[src/sv/knn_pkg.sv]
// ----------------------------------------------------------------------------
// knn_pkg
// Sizes, command codes and shared types of the neighbor selector.
// ----------------------------------------------------------------------------
package knn_pkg;

    localparam int ROBOT_SLOTS    = 16;
    localparam int NEIGHBORS_KEPT = 4;
    localparam int COORD_BITS     = 16;

    localparam int CIN_BITS  = (COORD_BITS < 16) ? COORD_BITS : 16;
    localparam int SLOT_AW   = $clog2(ROBOT_SLOTS);
    localparam int KC_BITS   = (NEIGHBORS_KEPT > 1) ? $clog2(NEIGHBORS_KEPT) : 1;
    localparam int ID_BITS   = 16;
    localparam int POS_BITS  = 16;
    localparam int DIST_BITS = 34;
    localparam int SLOT_BITS = 4;
    localparam int RANK_BITS = 2;

    localparam logic CMD_LOAD  = 1'b0;
    localparam logic CMD_QUERY = 1'b1;

    typedef struct packed {
        logic                 valid;
        logic [DIST_BITS-1:0] sq_dist;
        logic [SLOT_AW-1:0]   slot;
        logic [ID_BITS-1:0]   id;
    } knn_entry_t;

    typedef struct packed {
        logic clear;
        logic shift;
    } knn_cell_ctrl_t;

    typedef struct packed {
        logic [ID_BITS-1:0]         id;
        logic signed [CIN_BITS-1:0] x;
        logic signed [CIN_BITS-1:0] y;
    } knn_robot_t;

endpackage

[src/sv/knn_cell.sv]
// ----------------------------------------------------------------------------
// knn_cell
// One rank of the sorted neighbor chain: empties on clear, takes a closer
// candidate, or the entry of the rank above when the candidate lands
// higher, and shifts toward rank zero while results are read out.
// ----------------------------------------------------------------------------
module knn_cell
    import knn_pkg::*;
(
    input  logic           clk,
    input  logic           rst_n,
    input  knn_cell_ctrl_t ctrl,
    input  knn_entry_t     cand,
    input  knn_entry_t     prev_entry,
    input  logic           prev_lt,
    input  knn_entry_t     next_entry,
    output knn_entry_t     entry,
    output logic           lt
);

    knn_entry_t data_reg;
    knn_entry_t data_next;
    logic       valid_reg;

    always_comb
    begin
        entry       = data_reg;
        entry.valid = valid_reg;
    end

    assign lt = !valid_reg || (cand.sq_dist < data_reg.sq_dist);

    always_comb
    begin
        data_next = entry;
        if (ctrl.clear)
        begin
            data_next.valid = 1'b0;
        end
        else if (ctrl.shift)
        begin
            data_next = next_entry;
        end
        else if (cand.valid && lt)
        begin
            if (prev_lt)
            begin
                data_next = prev_entry;
            end
            else
            begin
                data_next = cand;
            end
        end
    end

    always_ff @(posedge clk or negedge rst_n)
    begin
        if (!rst_n)
        begin
            valid_reg <= 1'b0;
        end
        else
        begin
            valid_reg <= data_next.valid;
        end
    end

    always_ff @(posedge clk)
    begin
        data_reg <= data_next;
    end

endmodule

[src/sv/knn_dist.sv]
// ----------------------------------------------------------------------------
// knn_dist
// Two-stage squared distance pipeline: squares of the coordinate
// differences, then their sum; drops entries that share the query's id.
// ----------------------------------------------------------------------------
module knn_dist
    import knn_pkg::*;
(
    input  logic               clk,
    input  logic               rst_n,
    input  logic               scan_valid,
    input  logic [SLOT_AW-1:0] scan_slot,
    input  knn_robot_t         scan_robot,
    input  knn_robot_t         query_robot,
    output knn_entry_t         cand
);

    localparam int DIFF_BITS = CIN_BITS + 1;
    localparam int SQ_BITS   = 2 * DIFF_BITS;
    localparam int SUM_BITS  = SQ_BITS + 1;

    logic signed [DIFF_BITS-1:0] dx;
    logic signed [DIFF_BITS-1:0] dy;
    logic [DIFF_BITS-1:0]        adx;
    logic [DIFF_BITS-1:0]        ady;
    logic [SQ_BITS-1:0]          sq_x_next;
    logic [SQ_BITS-1:0]          sq_y_next;
    logic                        b_valid_next;

    logic [SQ_BITS-1:0]          sq_x_reg;
    logic [SQ_BITS-1:0]          sq_y_reg;
    logic [SLOT_AW-1:0]          b_slot_reg;
    logic [ID_BITS-1:0]          b_id_reg;
    logic                        b_valid_reg;

    logic [SUM_BITS-1:0]         sum;
    knn_entry_t                  cand_reg;
    logic                        c_valid_reg;

    assign dx = {scan_robot.x[CIN_BITS-1], scan_robot.x}
              - {query_robot.x[CIN_BITS-1], query_robot.x};
    assign dy = {scan_robot.y[CIN_BITS-1], scan_robot.y}
              - {query_robot.y[CIN_BITS-1], query_robot.y};
    assign adx = dx[DIFF_BITS-1] ? DIFF_BITS'(-dx) : DIFF_BITS'(dx);
    assign ady = dy[DIFF_BITS-1] ? DIFF_BITS'(-dy) : DIFF_BITS'(dy);
    assign sq_x_next = adx * adx;
    assign sq_y_next = ady * ady;
    assign b_valid_next = scan_valid && (scan_robot.id != query_robot.id);

    assign sum = {1'b0, sq_x_reg} + {1'b0, sq_y_reg};

    always_ff @(posedge clk or negedge rst_n)
    begin
        if (!rst_n)
        begin
            b_valid_reg <= 1'b0;
            c_valid_reg <= 1'b0;
        end
        else
        begin
            b_valid_reg <= b_valid_next;
            c_valid_reg <= b_valid_reg;
        end
    end

    always_ff @(posedge clk)
    begin
        sq_x_reg         <= sq_x_next;
        sq_y_reg         <= sq_y_next;
        b_slot_reg       <= scan_slot;
        b_id_reg         <= scan_robot.id;
        cand_reg.valid   <= b_valid_reg;
        cand_reg.sq_dist <= DIST_BITS'(sum);
        cand_reg.slot    <= b_slot_reg;
        cand_reg.id      <= b_id_reg;
    end

    always_comb
    begin
        cand       = cand_reg;
        cand.valid = c_valid_reg;
    end

endmodule

[src/sv/k_nearest_neighbor_select.sv]
// ----------------------------------------------------------------------------
// k_nearest_neighbor_select
// Robot position table with a K-nearest-neighbor query.
// ----------------------------------------------------------------------------
// A load transaction (cmd low) writes one table slot in the cycle it is
// taken and leaves busy low, so loads go at one per cycle. A query
// transaction (cmd high) holds busy through its scan, drain and emit
// states, and the next transaction is taken only once busy is low:
// the table's single read port yields one stored robot per cycle, a
// distance pipeline feeds a chain of NEIGHBORS_KEPT sorting cells, and
// the chain then shifts out one result per cycle. The NEIGHBORS_KEPT
// results come on consecutive cycles, nearest first, each marked by
// strobe for one cycle; the receiver cannot hold them off, and the final
// one may show while busy is already low.
// ----------------------------------------------------------------------------
module k_nearest_neighbor_select
    import knn_pkg::*;
(
    input  logic                   clk,
    input  logic                   rst_n,
    input  logic                   start,
    output logic                   busy,
    input  logic                   cmd,
    input  logic [SLOT_BITS-1:0]   slot,
    input  logic [ID_BITS-1:0]     robot_id,
    input  logic signed [POS_BITS-1:0] pos_x,
    input  logic signed [POS_BITS-1:0] pos_y,
    output logic                   strobe,
    output logic [RANK_BITS-1:0]   rank,
    output logic [SLOT_BITS-1:0]   neighbor_slot,
    output logic [ID_BITS-1:0]     neighbor_id,
    output logic [DIST_BITS-1:0]   distance_sq,
    output logic                   found,
    output logic                   last
);

    localparam logic [1:0] ST_IDLE  = 2'd0;
    localparam logic [1:0] ST_SCAN  = 2'd1;
    localparam logic [1:0] ST_DRAIN = 2'd2;
    localparam logic [1:0] ST_EMIT  = 2'd3;

    localparam logic [1:0]         DRAIN_LAST = 2'd2;
    localparam logic [SLOT_AW-1:0] SCAN_LAST  = SLOT_AW'(ROBOT_SLOTS - 1);
    localparam logic [KC_BITS-1:0] EMIT_LAST  = KC_BITS'(NEIGHBORS_KEPT - 1);

    logic [1:0]         state_reg;
    logic [1:0]         state_next;
    logic [SLOT_AW-1:0] scan_cnt_reg;
    logic [SLOT_AW-1:0] scan_cnt_next;
    logic [1:0]         drain_cnt_reg;
    logic [1:0]         drain_cnt_next;
    logic [KC_BITS-1:0] emit_cnt_reg;
    logic [KC_BITS-1:0] emit_cnt_next;

    logic               accept;
    logic               in_range;
    logic [SLOT_AW-1:0] in_addr;
    logic               load_we;
    logic               query_go;

    knn_robot_t         mem [ROBOT_SLOTS];
    knn_robot_t         wr_robot;
    logic [SLOT_AW-1:0] rd_addr;
    knn_robot_t         rd_robot_reg;
    logic [SLOT_AW-1:0] rd_slot_reg;
    logic               rd_cand_reg;
    logic               rd_cand_next;

    logic [ROBOT_SLOTS-1:0] entry_valid_reg;

    logic               q_ok_reg;
    logic               q_load_reg;
    knn_robot_t         q_robot_reg;

    knn_entry_t         cand;
    knn_cell_ctrl_t     cell_ctrl;
    knn_entry_t         cell_entry   [NEIGHBORS_KEPT];
    logic               cell_lt      [NEIGHBORS_KEPT];
    knn_entry_t         cell_prev    [NEIGHBORS_KEPT];
    logic               cell_prev_lt [NEIGHBORS_KEPT];
    knn_entry_t         cell_nxt     [NEIGHBORS_KEPT];

    logic                 strobe_reg;
    logic [RANK_BITS-1:0] rank_reg;
    logic [SLOT_BITS-1:0] nslot_reg;
    logic [ID_BITS-1:0]   nid_reg;
    logic [DIST_BITS-1:0] dist_reg;
    logic                 found_reg;
    logic                 last_reg;

    assign busy     = (state_reg != ST_IDLE);
    assign accept   = start && !busy;
    assign in_range = (32'(slot) < 32'(ROBOT_SLOTS));
    assign in_addr  = SLOT_AW'(slot);
    assign load_we  = accept && (cmd == CMD_LOAD) && in_range;
    assign query_go = accept && (cmd == CMD_QUERY);

    assign wr_robot.id = robot_id;
    assign wr_robot.x  = pos_x[CIN_BITS-1:0];
    assign wr_robot.y  = pos_y[CIN_BITS-1:0];
    assign rd_addr     = (state_reg == ST_IDLE) ? in_addr : scan_cnt_reg;

    always_ff @(posedge clk)
    begin
        if (load_we)
        begin
            mem[in_addr] <= wr_robot;
        end
        rd_robot_reg <= mem[rd_addr];
        rd_slot_reg  <= scan_cnt_reg;
        if (q_load_reg)
        begin
            q_robot_reg <= rd_robot_reg;
        end
    end

    assign rd_cand_next = (state_reg == ST_SCAN) && entry_valid_reg[scan_cnt_reg] && q_ok_reg;

    always_comb
    begin
        state_next     = state_reg;
        scan_cnt_next  = scan_cnt_reg;
        drain_cnt_next = drain_cnt_reg;
        emit_cnt_next  = emit_cnt_reg;
        case (state_reg)
            ST_IDLE:
            begin
                if (query_go)
                begin
                    state_next    = ST_SCAN;
                    scan_cnt_next = '0;
                end
            end
            ST_SCAN:
            begin
                scan_cnt_next = scan_cnt_reg + 1'b1;
                if (scan_cnt_reg == SCAN_LAST)
                begin
                    state_next     = ST_DRAIN;
                    drain_cnt_next = '0;
                end
            end
            ST_DRAIN:
            begin
                drain_cnt_next = drain_cnt_reg + 1'b1;
                if (drain_cnt_reg == DRAIN_LAST)
                begin
                    state_next    = ST_EMIT;
                    emit_cnt_next = '0;
                end
            end
            ST_EMIT:
            begin
                emit_cnt_next = emit_cnt_reg + 1'b1;
                if (emit_cnt_reg == EMIT_LAST)
                begin
                    state_next = ST_IDLE;
                end
            end
            default:
            begin
                state_next = ST_IDLE;
            end
        endcase
    end

    always_ff @(posedge clk or negedge rst_n)
    begin
        if (!rst_n)
        begin
            state_reg       <= ST_IDLE;
            scan_cnt_reg    <= '0;
            drain_cnt_reg   <= '0;
            emit_cnt_reg    <= '0;
            entry_valid_reg <= '0;
            q_ok_reg        <= 1'b0;
            q_load_reg      <= 1'b0;
            rd_cand_reg     <= 1'b0;
            strobe_reg      <= 1'b0;
        end
        else
        begin
            state_reg     <= state_next;
            scan_cnt_reg  <= scan_cnt_next;
            drain_cnt_reg <= drain_cnt_next;
            emit_cnt_reg  <= emit_cnt_next;
            if (load_we)
            begin
                entry_valid_reg[in_addr] <= 1'b1;
            end
            if (query_go)
            begin
                q_ok_reg <= in_range && entry_valid_reg[in_addr];
            end
            q_load_reg  <= query_go;
            rd_cand_reg <= rd_cand_next;
            strobe_reg  <= (state_reg == ST_EMIT);
        end
    end

    knn_dist u_dist (
        .clk         (clk),
        .rst_n       (rst_n),
        .scan_valid  (rd_cand_reg),
        .scan_slot   (rd_slot_reg),
        .scan_robot  (rd_robot_reg),
        .query_robot (q_robot_reg),
        .cand        (cand)
    );

    assign cell_ctrl.clear = query_go;
    assign cell_ctrl.shift = (state_reg == ST_EMIT);

    for (genvar i = 0; i < NEIGHBORS_KEPT; i++)
    begin : g_cell
        if (i == 0)
        begin : g_first
            assign cell_prev[i]    = '0;
            assign cell_prev_lt[i] = 1'b0;
        end
        else
        begin : g_inner
            assign cell_prev[i]    = cell_entry[i-1];
            assign cell_prev_lt[i] = cell_lt[i-1];
        end
        if (i == NEIGHBORS_KEPT - 1)
        begin : g_tail
            assign cell_nxt[i] = '0;
        end
        else
        begin : g_body
            assign cell_nxt[i] = cell_entry[i+1];
        end

        knn_cell u_cell (
            .clk        (clk),
            .rst_n      (rst_n),
            .ctrl       (cell_ctrl),
            .cand       (cand),
            .prev_entry (cell_prev[i]),
            .prev_lt    (cell_prev_lt[i]),
            .next_entry (cell_nxt[i]),
            .entry      (cell_entry[i]),
            .lt         (cell_lt[i])
        );
    end

    always_ff @(posedge clk)
    begin
        rank_reg  <= RANK_BITS'(emit_cnt_reg);
        last_reg  <= (emit_cnt_reg == EMIT_LAST);
        found_reg <= cell_entry[0].valid;
        if (cell_entry[0].valid)
        begin
            nslot_reg <= SLOT_BITS'(cell_entry[0].slot);
            nid_reg   <= cell_entry[0].id;
            dist_reg  <= cell_entry[0].sq_dist;
        end
        else
        begin
            nslot_reg <= '0;
            nid_reg   <= '0;
            dist_reg  <= '0;
        end
    end

    assign strobe        = strobe_reg;
    assign rank          = rank_reg;
    assign neighbor_slot = nslot_reg;
    assign neighbor_id   = nid_reg;
    assign distance_sq   = dist_reg;
    assign found         = found_reg;
    assign last          = last_reg;

endmodule

[config.mk]
export PLATFORM = sky130hd
export DESIGN_NAME = k_nearest_neighbor_select
export DESIGN_NICKNAME = d
export VERILOG_FILES = /design/src/sv/knn_pkg.sv /design/src/sv/knn_cell.sv /design/src/sv/knn_dist.sv /design/src/sv/k_nearest_neighbor_select.sv
export SDC_FILE = /design/constraint.sdc
export NUM_CORES = 2
export LEC_CHECK = 0
export BUFFER_PORTS_ARGS = -buffer_cell sky130_fd_sc_hd__buf_4
export CAP_MARGIN = 0
export CELL_PAD_IN_SITES_DETAIL_PLACEMENT = 1
export CELL_PAD_IN_SITES_GLOBAL_PLACEMENT = 2
export CORE_MARGIN = 5
export CORE_UTILIZATION = 45
export DETAILED_ROUTE_END_ITERATION = 10
export PLACE_DENSITY = 0.81
export SLEW_MARGIN = 20
export SYNTH_ARGS = -nofsm -noshare
export SYNTH_HDL_FRONTEND = slang
export SYNTH_HIERARCHICAL = 1
export SYNTH_SLANG_ARGS = --single-unit
[constraint.sdc]
create_clock -name clk -period 11.55 [get_ports clk]
set_input_delay 2.31 -clock clk [delete_from_list [all_inputs] [get_ports clk]]
set_output_delay 2.31 -clock clk [all_outputs]
set_load 0.1 [all_outputs]
==> flow_summary.json <==
{
  "run_status": "completed",
  "ios": 116,
  "layout.cells.most_common": "edfxtp_1",
  "coreArea_um2": 160000,
  "design.die.area_um2": 169000,
  "highest_metal_layer_with_signal_wires": "met5",
  "cts_root_buffer": "clkbuf_16",
  "cts_resized": 0,
  "postSynthCellCount": 5869,
  "final_hold_viol_count": 0,
  "crit_path_max_fanout": 12,
  "worstSetupEndpointType": "register",
  "globalplace.congestion": 0.852,
  "grt_max_degree": 253,
  "cts.sinks": 1318,
  "syn_area_per_cell_um2": 12.3,
  "tritoncts": "yes",
  "final_layout_size_suffix_gt1_share_pct": 8.03,
  "final_min_period_over_clock_period_pct": 86.6,
  "numPortBuffers": 115,
  "detail_route.wirelength.met1_um": 83100,
  "largest_register_ffs": 768,
  "worstSkewPairLatency_ns": 0.79,
  "worstPathRequired_ns": 12.20,
  "routed_wire_length_per_instance_um": 23.8,
  "critical-path-slowest-cell": "xor2_1",
  "place.detailed.hpwl_um": 132000,
  "most-common-layout-cells": "edfxtp_1 (1032), inv_1 (730), mux2i_1 (606)",
  "wire_length_of_the_first_global_routing_pass_um": 302000,
  "max_frequency_mhz": 100,
  "die_height_um": 411,
  "final_period_minus_worst_setup_slack_ns": 10.0,
  "area_delta_synth_final_pct": 11.8,
  "drt-pass1-iter-count": 5,
  "drt_wl_total_um": 198000,
  "clk_transition_reported_paths_ns": 0.06,
  "grt_remaining_overflow": 0,
  "grt.total_usage_pct": 23.4,
  "finalWorstSetupSlack_ns": 1.55,
  "die_width_um": 411,
  "timing.setup.tns_ns": 0,
  "tightestPinTransition_ns": 1.16,
  "h-tree-depth": 4,
  "cap_violations": 0,
  "worst-setup-path-type": "register to register",
  "numCtsBuffers": 143,
  "slew_viol_final": 0,
  "vias_per_cell": 5.52,
  "skew_ns": 0.0609,
  "mappedNetlistArea_um2": 72200,
  "post-route-drc-count": 0,
  "antenna_found_initial": 23,
  "critical-path-top-cell-by-count": "fa_1",
  "rsz_0062_raised_after_global_routing": "no",
  "fp-row-count": 147,
  "finish.net_count": 6961,
  "finalSetupViolCount": 0,
  "cts.path.max_buffers": 3,
  "worstSetupStartpointType": "register",
  "preCtsSetupSlack_ns": 1.56,
  "worst_path_largest_cell_delay_ns": 0.93,
  "worst_ep_arrival_time_ns": 10.65,
  "post-cts-setup-buffer-count": 0,
  "routed-wl-met3_um": 9280,
  "detail_route.iter0.violations": 2729,
  "synth_warnings": 6,
  "detail-route-antenna-nets": 0,
  "grt_pass1_vias": 49700,
  "cts.hold.buffers_added": 0,
  "initial_utilization_pct": 45.1,
  "type_of_the_most_critical_hold_path": "register to register",
  "slew-limit-headroom_pct": 22.6,
  "route.met2.wl_um": 101000,
  "vias": 45900
}
-- stage by stage --
step	util [%]	hold slack, ns	cell area, µm²	cells
floorplan	-	0.310	72700	6001
global placement	47.4	0.314	75900	8047
detailed placement	47.4	0.317	75900	8047
CTS	50.5	0.329	80700	8311
global route	50.5	0.340	80800	8314
finish	50.5	0.331	80800	8319
-- routing by layer --
layer,vias up,track usage [%]
met5,-,0
met4,2,6.11
met3,299,3.66
met2,1040,41.8
met1,23600,29.6
li1,21000,-
-- worst paths after layout --
kind	slack, ns	from	to	cells past startpoint
max in group asynchronous	9.50	rst_n	q_load_reg	1
min reg2reg	0.33	u_dist/b_slot_reg[0]	u_dist/cand[16]	0
max reg2reg	1.55	q_robot_reg[16]	u_dist/sq_x_reg[33]	31
max	1.55	q_robot_reg[16]	u_dist/sq_x_reg[33]	31
min in group asynchronous	1.55	rst_n	g_cell[3].u_cell/valid_reg	1
min	0.33	u_dist/b_slot_reg[0]	u_dist/cand[16]	0
-- critical path, delay by kind of cell (launching register included) --
kind	cells	cell delay (ns)
fa+ha+maj	9	4.10
compound gates	14	2.95
simple gates	3	1.21
xor+xnor	2	1.07
flops	1	0.37
buf+inv	3	0.15
-- final cells by class --
cell class | instances | area, µm²
fillers | 16300 | 79200
flip-flops and latches | 1318 | 36900
multi-input cells | 3717 | 32200
clock buffers | 194 | 3970
inverters | 741 | 2780
well taps | 2086 | 2610
repair buffers | 186 | 1450
clock inverters | 70 | 896
diodes | 7 | 17.5
Power is left out: the tool's default activity adds up to more than one toggle a clock period on the data nets, which glitch-free logic cannot reach.
